<file path="src/rtl/int_literal_parser_top_defines.svh">
// Assertion macros used by the top level of the integer literal parser.
`ifndef INT_LITERAL_PARSER_TOP_DEFINES_SVH
`define INT_LITERAL_PARSER_TOP_DEFINES_SVH

// Same-cycle implication, sampled on clk and disabled while arst_n is low.
`define ILP_ASSERT_NOW(lbl, ante, cons, msg) \
	lbl: assert property (@(posedge clk) disable iff (!arst_n) (ante) |-> (cons)) \
		else $error(msg);

// Next-cycle implication, sampled on clk and disabled while arst_n is low.
`define ILP_ASSERT_NEXT(lbl, ante, cons, msg) \
	lbl: assert property (@(posedge clk) disable iff (!arst_n) (ante) |=> (cons)) \
		else $error(msg);

`endif

</file>
<file path="src/rtl/ilp_pkg.sv">
// Types, codes and constants of the integer literal parser.
package ilp_pkg;

	typedef enum logic [1:0] {
		PH_START,
		PH_PREFIX,
		PH_DIGITS,
		PH_SUFFIX
	} phase_t;

	typedef enum logic [1:0] {
		BASE_DEC,
		BASE_HEX,
		BASE_BIN,
		BASE_OCT
	} base_t;

	localparam logic [2:0] TY_I8  = 3'd0;
	localparam logic [2:0] TY_I16 = 3'd1;
	localparam logic [2:0] TY_I32 = 3'd2;
	localparam logic [2:0] TY_I64 = 3'd3;
	localparam logic [2:0] TY_U8  = 3'd4;
	localparam logic [2:0] TY_U16 = 3'd5;
	localparam logic [2:0] TY_U32 = 3'd6;
	localparam logic [2:0] TY_U64 = 3'd7;

	localparam logic [7:0] CH_MINUS = 8'h2D;
	localparam logic [7:0] CH_ZERO  = 8'h30;
	localparam logic [7:0] CH_ONE   = 8'h31;
	localparam logic [7:0] CH_TWO   = 8'h32;
	localparam logic [7:0] CH_THREE = 8'h33;
	localparam logic [7:0] CH_FOUR  = 8'h34;
	localparam logic [7:0] CH_SIX   = 8'h36;
	localparam logic [7:0] CH_EIGHT = 8'h38;
	localparam logic [7:0] CH_UNDER = 8'h5F;
	localparam logic [7:0] CH_B     = 8'h62;
	localparam logic [7:0] CH_I     = 8'h69;
	localparam logic [7:0] CH_O     = 8'h6F;
	localparam logic [7:0] CH_U     = 8'h75;
	localparam logic [7:0] CH_X     = 8'h78;

	localparam logic [63:0] MAX_I32 = 64'h0000_0000_7FFF_FFFF;
	localparam logic [63:0] POW2_31 = 64'h0000_0000_8000_0000;
	localparam logic [63:0] MAX_U32 = 64'h0000_0000_FFFF_FFFF;
	localparam logic [63:0] MAX_I64 = 64'h7FFF_FFFF_FFFF_FFFF;
	localparam logic [63:0] MAX_U64 = 64'hFFFF_FFFF_FFFF_FFFF;

	localparam logic [63:0] TYPE_MAX [8] = '{
		64'd127, 64'd32767, MAX_I32, MAX_I64,
		64'd255, 64'd65535, MAX_U32, MAX_U64
	};

	localparam int SFX_DEPTH = 3;

	// Running state of the literal being parsed.
	typedef struct packed {
		phase_t     phase;
		base_t      base;
		logic [63:0] accum;
		logic       digit_seen;
		logic       neg;
		logic       ovf;
		logic       zero_pending;
		logic [2:0] sfx_count;
	} lit_state_t;

	// Everything the result stage needs once the literal has ended.
	typedef struct packed {
		base_t      base;
		logic [63:0] accum;
		logic       digit_seen;
		logic       neg;
		logic       ovf;
		logic [2:0] sfx_count;
		logic [SFX_DEPTH-1:0][7:0] sfx_chars;
	} lit_final_t;

	localparam lit_state_t STATE_RESET = '{
		phase: PH_START,
		base: BASE_DEC,
		accum: 64'd0,
		digit_seen: 1'b0,
		neg: 1'b0,
		ovf: 1'b0,
		zero_pending: 1'b0,
		sfx_count: 3'd0
	};

	// Hex digit decode: bit 4 flags a digit, bits 3:0 hold its value.
	function automatic logic [4:0] hex_digit(input logic [7:0] c);
		logic [4:0] r;
		r = 5'd0;
		if (c >= 8'h30 && c <= 8'h39) begin
			r = {1'b1, 4'(c - 8'h30)};
		end else if (c >= 8'h61 && c <= 8'h66) begin
			r = {1'b1, 4'(c - 8'h57)};
		end else if (c >= 8'h41 && c <= 8'h46) begin
			r = {1'b1, 4'(c - 8'h37)};
		end
		return r;
	endfunction

	function automatic logic digit_in_base(input logic [3:0] v, input base_t b);
		logic ok;
		unique case (b)
			BASE_DEC: ok = (v < 4'd10);
			BASE_HEX: ok = 1'b1;
			BASE_BIN: ok = (v < 4'd2);
			BASE_OCT: ok = (v < 4'd8);
			default:  ok = 1'b0;
		endcase
		return ok;
	endfunction

endpackage

</file>
<file path="src/rtl/ilp_step.sv">
// Per-character update of the literal parse state.
module ilp_step import ilp_pkg::*; (
	input  lit_state_t                cur,
	input  logic [SFX_DEPTH-1:0][7:0] sfx_cur,
	input  logic [7:0]                char_code,
	input  logic                      is_last,
	output lit_state_t                nxt,
	output logic [SFX_DEPTH-1:0][7:0] sfx_nxt
);

	typedef struct packed {
		phase_t phase;
		logic   minus_taken;
		logic   in_prefix;
		logic   prefix_pick;
		logic   zp_set;
		logic   zero_digit;
		logic   digit_take;
		logic   in_suffix;
	} step_ctl_t;

	step_ctl_t  ctl;
	logic [4:0] hd;
	logic       is_digit;
	logic       is_pfx_char;
	logic [67:0] wide;
	logic [67:0] acc_x;
	logic       ovf_now;
	base_t      pfx_base;

	assign hd       = hex_digit(char_code);
	assign is_digit = hd[4] && digit_in_base(hd[3:0], cur.base);
	assign is_pfx_char = (char_code == CH_X) || (char_code == CH_B) || (char_code == CH_O);

	// Phase sequencing: which part of the literal this character belongs to.
	always_comb begin
		phase_t ph_pre;
		phase_t ph_mid;
		logic   in_digits;
		ph_pre = (cur.phase == PH_START) ? PH_PREFIX : cur.phase;
		ctl.minus_taken = (cur.phase == PH_START) && (char_code == CH_MINUS);
		ctl.in_prefix   = !ctl.minus_taken && (ph_pre == PH_PREFIX);
		ctl.prefix_pick = ctl.in_prefix && cur.zero_pending && is_pfx_char;
		ctl.zp_set      = ctl.in_prefix && !cur.zero_pending && (char_code == CH_ZERO)
			&& !is_last;
		ctl.zero_digit  = ctl.in_prefix && cur.zero_pending && !is_pfx_char;
		ph_mid = (ctl.in_prefix && !ctl.zp_set) ? PH_DIGITS : ph_pre;
		in_digits = !ctl.minus_taken && !ctl.prefix_pick && (ph_mid == PH_DIGITS)
			&& (char_code != CH_UNDER);
		ctl.digit_take = in_digits && is_digit;
		ctl.in_suffix  = (in_digits && !is_digit) ||
			(!ctl.minus_taken && (ph_mid == PH_SUFFIX));
		ctl.phase = (in_digits && !is_digit) ? PH_SUFFIX : ph_mid;
	end

	always_comb begin
		unique case (char_code)
			CH_X:    pfx_base = BASE_HEX;
			CH_B:    pfx_base = BASE_BIN;
			default: pfx_base = BASE_OCT;
		endcase
	end

	// accum * base + digit, kept four bits wider to see the carry out.
	assign acc_x = {4'd0, cur.accum};
	always_comb begin
		unique case (cur.base)
			BASE_DEC: wide = (acc_x << 3) + (acc_x << 1) + {64'd0, hd[3:0]};
			BASE_HEX: wide = (acc_x << 4) | {64'd0, hd[3:0]};
			BASE_BIN: wide = (acc_x << 1) | {64'd0, hd[3:0]};
			default:  wide = (acc_x << 3) | {64'd0, hd[3:0]};
		endcase
	end

	assign ovf_now = (wide[67:64] != 4'd0) || (cur.neg && wide[63]);

	always_comb begin
		nxt = cur;
		sfx_nxt = sfx_cur;
		nxt.phase = ctl.phase;
		if (ctl.minus_taken) begin
			nxt.neg = 1'b1;
		end
		if (ctl.prefix_pick) begin
			nxt.base = pfx_base;
		end
		if (ctl.zp_set) begin
			nxt.zero_pending = 1'b1;
		end else if (ctl.in_prefix && cur.zero_pending) begin
			nxt.zero_pending = 1'b0;
		end
		// A held zero that is no prefix is a digit on a zero value: only the flag moves.
		if (ctl.zero_digit) begin
			nxt.digit_seen = 1'b1;
		end
		if (ctl.digit_take) begin
			nxt.accum = wide[63:0];
			nxt.digit_seen = 1'b1;
			nxt.ovf = cur.ovf | ovf_now;
		end
		if (ctl.in_suffix) begin
			if (cur.sfx_count < 3'(SFX_DEPTH)) begin
				sfx_nxt[cur.sfx_count[1:0]] = char_code;
			end
			if (cur.sfx_count < 3'(SFX_DEPTH + 1)) begin
				nxt.sfx_count = cur.sfx_count + 3'd1;
			end
		end
	end

endmodule

</file>
<file path="src/rtl/ilp_type.sv">
// Suffix match, default type choice and range check of a finished literal.
module ilp_type import ilp_pkg::*; (
	input  lit_final_t fin,
	output logic [2:0] type_code,
	output logic       bad_suffix,
	output logic       too_large
);

	logic       sfx_valid;
	logic [2:0] sfx_type;
	logic       sgn_u;
	logic       sgn_ok;
	logic [7:0] gt_max;
	logic       le_i32;
	logic       le_p31;
	logic       le_u32;
	logic       le_i64;

	assign sgn_u  = (fin.sfx_chars[0] == CH_U);
	assign sgn_ok = sgn_u || (fin.sfx_chars[0] == CH_I);

	always_comb begin
		sfx_valid  = 1'b0;
		bad_suffix = 1'b0;
		sfx_type   = TY_I8;
		case (fin.sfx_count)
			3'd0: begin
			end
			3'd1: begin
				sfx_valid  = sgn_u;
				bad_suffix = !sgn_u;
				sfx_type   = TY_U32;
			end
			3'd2: begin
				sfx_valid  = sgn_ok && (fin.sfx_chars[1] == CH_EIGHT);
				bad_suffix = !sfx_valid;
				sfx_type   = sgn_u ? TY_U8 : TY_I8;
			end
			3'd3: begin
				if (fin.sfx_chars[1] == CH_ONE && fin.sfx_chars[2] == CH_SIX) begin
					sfx_type = sgn_u ? TY_U16 : TY_I16;
					sfx_valid = sgn_ok;
				end else if (fin.sfx_chars[1] == CH_THREE && fin.sfx_chars[2] == CH_TWO) begin
					sfx_type = sgn_u ? TY_U32 : TY_I32;
					sfx_valid = sgn_ok;
				end else if (fin.sfx_chars[1] == CH_SIX && fin.sfx_chars[2] == CH_FOUR) begin
					sfx_type = sgn_u ? TY_U64 : TY_I64;
					sfx_valid = sgn_ok;
				end
				bad_suffix = !sfx_valid;
			end
			default: begin
				bad_suffix = 1'b1;
			end
		endcase
	end

	assign le_i32 = (fin.accum <= MAX_I32);
	assign le_p31 = (fin.accum <= POW2_31);
	assign le_u32 = (fin.accum <= MAX_U32);
	assign le_i64 = (fin.accum <= MAX_I64);

	always_comb begin
		if (sfx_valid) begin
			type_code = sfx_type;
		end else if (fin.neg) begin
			type_code = le_p31 ? TY_I32 : TY_I64;
		end else if (fin.base == BASE_DEC) begin
			type_code = le_i32 ? TY_I32 : TY_I64;
		end else if (le_i32) begin
			type_code = TY_I32;
		end else if (le_u32) begin
			type_code = TY_U32;
		end else if (le_i64) begin
			type_code = TY_I64;
		end else begin
			type_code = TY_U64;
		end
	end

	always_comb begin
		for (int i = 0; i < 8; i++) begin
			gt_max[i] = (fin.accum > TYPE_MAX[i]);
		end
	end

	assign too_large = gt_max[type_code];

endmodule

</file>
<file path="src/rtl/int_literal_parser_top.sv">
// Top level of the integer literal parser: input register, parse state, result stages.
//
//  channel | direction | payload                                  | handshake
//  --------+-----------+------------------------------------------+--------------------
//  in      | request in| char_code, is_last                       | in_valid / in_stall
//  out     | result out| magnitude, is_negative, type_code,       | out_valid / out_stall
//          |           | overflow_seen, no_digits, bad_suffix,    |
//          |           | too_large                                |
//
// One character is taken every cycle while in_stall is low; the limit is the per-character
// multiply-add and carry check that updates the running value. A result passes from the
// input register through the result stage into the output register. Reset returns the
// parser to the start of a literal and empties every stage. Characters that end no
// literal keep flowing while a result is stalled; a final character waits only when
// both result stages are full and the result is stalled.
`include "int_literal_parser_top_defines.svh"

module int_literal_parser_top import ilp_pkg::*; (
	input  logic        clk,
	input  logic        arst_n,
	input  logic        in_valid,
	output logic        in_stall,
	input  logic [7:0]  char_code,
	input  logic        is_last,
	output logic        out_valid,
	input  logic        out_stall,
	output logic [63:0] magnitude,
	output logic        is_negative,
	output logic [2:0]  type_code,
	output logic        overflow_seen,
	output logic        no_digits,
	output logic        bad_suffix,
	output logic        too_large
);

	logic       valid_s1;
	logic [7:0] char_s1;
	logic       last_s1;

	lit_state_t                state_q;
	lit_state_t                state_nxt;
	logic [SFX_DEPTH-1:0][7:0] sfx_q;
	logic [SFX_DEPTH-1:0][7:0] sfx_nxt;

	logic       valid_s2;
	lit_final_t fin_s2;

	logic [2:0] type_code_d;
	logic       bad_suffix_d;
	logic       too_large_d;

	logic        out_valid_q;
	logic [63:0] magnitude_q;
	logic        is_negative_q;
	logic [2:0]  type_code_q;
	logic        overflow_seen_q;
	logic        no_digits_q;
	logic        bad_suffix_q;
	logic        too_large_q;

	logic out_free;
	logic s2_move;
	logic s2_free;
	logic consume_s1;

	logic last_take;
	logic s2_hold;
	logic nodig_out;
	logic at_start;
	logic start_clean;

	assign out_free   = !out_valid_q || !out_stall;
	assign s2_move    = valid_s2 && out_free;
	assign s2_free    = !valid_s2 || s2_move;
	assign consume_s1 = valid_s1 && (!last_s1 || s2_free);
	assign in_stall   = valid_s1 && !consume_s1;

	always_ff @(posedge clk or negedge arst_n) begin
		if (!arst_n) begin
			valid_s1 <= 1'b0;
		end else if (!in_stall) begin
			valid_s1 <= in_valid;
		end
	end

	always_ff @(posedge clk) begin
		if (in_valid && !in_stall) begin
			char_s1 <= char_code;
			last_s1 <= is_last;
		end
	end

	ilp_step u_step (
		.cur       (state_q),
		.sfx_cur   (sfx_q),
		.char_code (char_s1),
		.is_last   (last_s1),
		.nxt       (state_nxt),
		.sfx_nxt   (sfx_nxt)
	);

	always_ff @(posedge clk or negedge arst_n) begin
		if (!arst_n) begin
			state_q <= STATE_RESET;
		end else if (consume_s1) begin
			state_q <= last_s1 ? STATE_RESET : state_nxt;
		end
	end

	always_ff @(posedge clk) begin
		if (consume_s1) begin
			sfx_q <= sfx_nxt;
		end
	end

	always_ff @(posedge clk or negedge arst_n) begin
		if (!arst_n) begin
			valid_s2 <= 1'b0;
		end else if (consume_s1 && last_s1) begin
			valid_s2 <= 1'b1;
		end else if (s2_move) begin
			valid_s2 <= 1'b0;
		end
	end

	always_ff @(posedge clk) begin
		if (consume_s1 && last_s1) begin
			fin_s2.base       <= state_nxt.base;
			fin_s2.accum      <= state_nxt.accum;
			fin_s2.digit_seen <= state_nxt.digit_seen;
			fin_s2.neg        <= state_nxt.neg;
			fin_s2.ovf        <= state_nxt.ovf;
			fin_s2.sfx_count  <= state_nxt.sfx_count;
			fin_s2.sfx_chars  <= sfx_nxt;
		end
	end

	ilp_type u_type (
		.fin        (fin_s2),
		.type_code  (type_code_d),
		.bad_suffix (bad_suffix_d),
		.too_large  (too_large_d)
	);

	always_ff @(posedge clk or negedge arst_n) begin
		if (!arst_n) begin
			out_valid_q <= 1'b0;
		end else if (out_free) begin
			out_valid_q <= valid_s2;
		end
	end

	always_ff @(posedge clk) begin
		if (s2_move) begin
			magnitude_q     <= fin_s2.accum;
			is_negative_q   <= fin_s2.neg;
			type_code_q     <= type_code_d;
			overflow_seen_q <= fin_s2.ovf;
			no_digits_q     <= !fin_s2.digit_seen;
			bad_suffix_q    <= bad_suffix_d;
			too_large_q     <= too_large_d;
		end
	end

	assign out_valid     = out_valid_q;
	assign magnitude     = magnitude_q;
	assign is_negative   = is_negative_q;
	assign type_code     = type_code_q;
	assign overflow_seen = overflow_seen_q;
	assign no_digits     = no_digits_q;
	assign bad_suffix    = bad_suffix_q;
	assign too_large     = too_large_q;

	assign last_take   = consume_s1 && last_s1;
	assign s2_hold     = valid_s2 && !s2_move;
	assign nodig_out   = out_valid_q && no_digits_q;
	assign at_start    = (state_q.phase == PH_START);
	assign start_clean = (state_q.accum == 64'd0) && !state_q.digit_seen && !state_q.ovf
		&& !state_q.neg && (state_q.sfx_count == 3'd0);

	// A literal without digits never builds a value.
	`ILP_ASSERT_NOW(a_nodigit_zero, nodig_out, magnitude_q == 64'd0, "digitless value not zero")
	// At the start of a literal nothing of the previous one may linger.
	`ILP_ASSERT_NOW(a_start_clean, at_start, start_clean, "stale state at literal start")
	// The final character hands the literal to the result stage and rearms the parser.
	`ILP_ASSERT_NEXT(a_last_rearm, last_take, at_start && valid_s2, "literal not closed")
	// A finished literal that cannot move on keeps its value.
	`ILP_ASSERT_NEXT(a_s2_hold, s2_hold, valid_s2 && $stable(fin_s2), "held literal changed")

endmodule
</file>
<file path="config.mk">
export PLATFORM = sky130hd
export DESIGN_NAME = int_literal_parser_top
export DESIGN_NICKNAME = d
export VERILOG_FILES = /design/src/rtl/ilp_pkg.sv /design/src/rtl/ilp_step.sv /design/src/rtl/ilp_type.sv /design/src/rtl/int_literal_parser_top.sv
export VERILOG_INCLUDE_DIRS = /design/src /design/src/rtl
export SDC_FILE = /design/constraint.sdc
export NUM_CORES = 1
export LEC_CHECK = 0
export ABC_CLOCK_PERIOD_IN_PS = 16200
export CORE_ASPECT_RATIO = 0.8
export CORE_MARGIN = 2
export CORE_UTILIZATION = 25
export CTS_CLUSTER_DIAMETER = 60
export DETAILED_ROUTE_END_ITERATION = 12
export DONT_BUFFER_PORTS = 1
export PLACE_DENSITY = 0.44
export SYNTH_ARGS = -nofsm -noshare
export SYNTH_HDL_FRONTEND = slang
export SYNTH_SLANG_ARGS = --single-unit
</file>
<file path="constraint.sdc">
create_clock -name clk -period 16.2 [get_ports clk]
set_input_delay 1.62 -clock clk [delete_from_list [all_inputs] [get_ports clk]]
set_output_delay 1.62 -clock clk [all_outputs]
set_load 0.02 [all_outputs]
</file>
==> metrics.yaml <==
tightest_slew_ps: 1100
dr_wl_met3_um: 2860
vdd_drop_max_v: 0.0000884
reg2reg_from: "char_s1[1]"
p_comb_share_pct: 22.1
slowest_stage: "o21ai_1"
synthesis.nets: 1956
path_buf_inv: 1
hold_viol: 0
cts_resized: 0
power_frac_seq_pct: 44.5
drtIter0Drc: 1063
synth.avg_cell_area_um2: 10.1
tritoncts: "done"
cp.required_ps: 16510
setup_violations: 0
synthesis.area_um2: 18200
synth-edff-count: 201
ys.flop_type: "edfxtp_1"
cts.sinks: 279
cp.arrival_ps: 6440
grt_max_degree: 96
wire_per_inst_um: 20.3
drc: 0
met2WireLength_um: 23200
start_util_pct: 25.3
async_flop_share_pct: 28.0
vias: 14012
vias_per_cell: 5.18
clkPwrFrac_pct: 33.3
p_sw_mw: 0.709
cts_made_buffers: 30
status: "complete, no violations"
core_um2: 72000
grt_pass1_vias: 13477
antenna_found_initial: 0
crit_family: "compound AO/OA/AOI/OAI gates"
cts_root_buffer: "clkbuf_16"
fin_skew_ps: 20.4
cts_setup_buffers: 0
ys_warn_count: 0
timing.setup.tns_ps: 0
met1_length_um: 27700
first_pass_iters: 5
min-delay-start: "fin_s2[31]"
slew_viol_final: 0
h-tree-depth: 1
ys_seq_area_share_pct: 43.9
cap_violations: 0
die_h_um: 245
fmax_ghz: 0.163
pin_count: 87
grt_pass1_wl_um: 84600
cp_slowest_stage_delay_ps: 870
hold_buffers: 0
min_period_ps: 6130
gr-total-overflow: 0
wl_um: 55000
finalCritPeriodShare_pct: 37.8
ant_nets: 0
hp-class: "reg -> reg"
p_leak_nw: 7.75
rsz0062_at_grt: "false"
relSlewSlack_pct: 26.0
synthCells: 1803
ys_ff_latch: 279
startpoint: "char_s1[1]"
p_per_area_nw_per_um2: 108
clk_path_buf_depth: 3
drive_above_1_share_pct: 10.1
die_x_um: 306
path_clk_slew_ps: 60
finalPower_mw: 2.16
critical_path.cell_chain: "inv_1 -> ha_1 -> nor3b_1 -> nor3_4 -> a21oi_1 -> fa_1 -> fa_1 -> nor2b_1 -> o2111ai_1 -> a2111oi_0 -> or3_1 -> nand2_1 -> o21ai_1 -> a31oi_1 -> mux2_2 -> nor3_1 -> a31oi_1"
num-fill-cells: 7610
port_buffers: 0
highest_layer: "met4"
rows: 88
yosysTopAreaCellShare_pct: 33.2
grt.total_usage_pct: 14.4
clkLatencyLatePin_ps: 600
start_kind: "flip-flop"
die-area_um2: 75000
gp_congestion: 0.866
cp-end-kind: "flip-flop"
p_int_mw: 1.45
ys_types: 84
syn_to_final_growth_pct: 10.4
synth_area_leaders: "edfxtp_1 (33%), dfrtp_1 (11%), ha_1 (9.5%), nand2_1 (5.6%), mux4_2 (4.0%)"
post-synth-top-area-cell: "edfxtp_1"
detailed_place_hpwl_um: 39800
crit_type: "reg -> reg"
fin_nets: 1890
cp_max_fo: 8
swShare_pct: 32.8
==> path summary, 6_finish.rpt <==
path                                     end  slack [ps]  cells after the start
worst max-delay path              fin_s2[90]       10070                     17
worst min-delay path            magnitude[1]         450                      0
worst max register to register    fin_s2[90]       10070                     17
worst min register to register  magnitude[1]         450                      0
max in group asynchronous        state_q[24]       15260                      0
min in group asynchronous        state_q[55]         720                      0
==> cells in the final DEF (no fill, tap or decap), types with 5 or more instances in the layout <==
cell	instances
buf_4	12
mux2_2	37
nor2_1	98
nor4_1	22
o21ba_2	5
or2_2	9
nor3b_1	12
xor2_1	22
nand3_1	41
o21ai_1	6
o2bb2ai_1	6
a22oi_1	15
o21ai_0	137
a211oi_1	15
ha_1	138
nor4bb_1	5
mux4_2	32
dfrtp_1	76
o21bai_1	11
edfxtp_1	201
o211ai_1	11
nand2b_1	16
nand4_1	34
a21oi_1	124
a21o_1	33
xnor2_1	35
or3_1	13
o31ai_1	7
inv_1	43
a31oi_1	19
clkbuf_16	30
mux2i_1	17
a22o_1	27
o21a_1	13
and3_1	14
nor2b_1	9
nand2_1	268
o221ai_1	17
nor3_1	24
clkinv_2	8
==> area by class of cell <==
type / instances / area [um^2] / share of cell area, %
multi-input combinational: 1370 / 9610 / 47.8
clock buffer: 33 / 782 / 3.89
sequential: 279 / 8000 / 39.8
antenna: 1 / 2.50 / 0.0125
inverter: 44 / 168 / 0.835
tap: 945 / 1180 / 5.89
timing repair buffer: 12 / 90.1 / 0.448
clock inverter: 23 / 259 / 1.29
==> flip-flops by register name (all words and copies together) (netlist names), 3 cells and up <==
| register | cells |
|---|---|
| fin_s2 | 96 |
| state_q | 75 |
| magnitude | 64 |
| sfx_q | 24 |
| char_s1 | 8 |
| type_code | 3 |
==> metrics by stage <==
| stage | setup WS (ps) | cells | util, % | hold slack (ps) | cell area, um^2 |
|---|---|---|---|---|---|
| 2_1_floorplan | 8760 | 1803 | - | 400 | 18200 |
| 3_3_place_gp | 10230 | 2650 | 26.5 | 437 | 19000 |
| 3_5_place_dp | 10150 | 2650 | 26.5 | 430 | 19000 |
| 4_1_cts | 10090 | 2706 | 27.9 | 446 | 20100 |
| 5_1_grt | 9600 | 2706 | 27.9 | 459 | 20100 |
| 6_report | 10070 | 2707 | 27.9 | 448 | 20100 |
==> power groups by stage <==
stage	Combinational [mW]	Sequential [mW]	Clock (mW)
finish	0.479	0.964	0.721
global placement	0.476	0.978	0
detailed placement	0.477	0.979	0
CTS	0.481	0.965	0.742
global route	0.536	0.976	0.773
floorplan	0.365	0.943	0
==> worst register-to-register path, delay by kind of cell (launching register included) <==
kind / cells / cell delay (ps)
AO/OA/AOI/OAI: 6 / 2230
AND/OR/NAND/NOR: 6 / 1420
adder cells (fa/ha/maj): 3 / 1230
flip-flops: 1 / 500
multiplexers: 1 / 330
buffers and inverters: 1 / 130
==> synthesized netlist by cell type, types with 9 or more instances <==
library cell and number:
nand3_1 41, clkbuf_1 85, dfrtp_1 78, nor4_1 22, nand2b_1 16, edfxtp_1 201, or3_1 13, buf_2 13
inv_1 44, nand4_1 34, nor3b_1 12, and3_1 14, o21bai_1 11, a21oi_1 124, o21ai_0 137, nor2_1 100
a21o_1 33, a211oi_1 15, or2_2 9, xnor2_1 35, nor3_1 24, nor2b_1 9, o221ai_1 17, ha_1 138
a22oi_1 15, mux2i_1 17, mux4_2 32, o21a_1 13, a31oi_1 19, o211ai_1 11, xor2_1 22, mux2_2 37
nand2_1 269, a22o_1 27
==> per-layer routing <==
metal | vias up | track usage [%]
met2 | 382 | 21.2
met4 | 0 | 3.19
li1 | 6648 | -
met1 | 6910 | 21.8
met5 | - | 0
met3 | 72 | 2.23
==> cell families (layout without fill, tap and decap cells) <==
kind of cell,after synthesis,in the layout,synth area share (%)
fa+ha+maj,140,140,9.71
xor+xnor,57,57,2.74
compound gates,489,489,17.4
buf+inv,154,112,3.39
simple gates,597,597,15.6
other cells,0,1,0
mux,87,87,7.25
flops,279,279,43.9
Note: power is estimated with default switching activity, not from simulation.
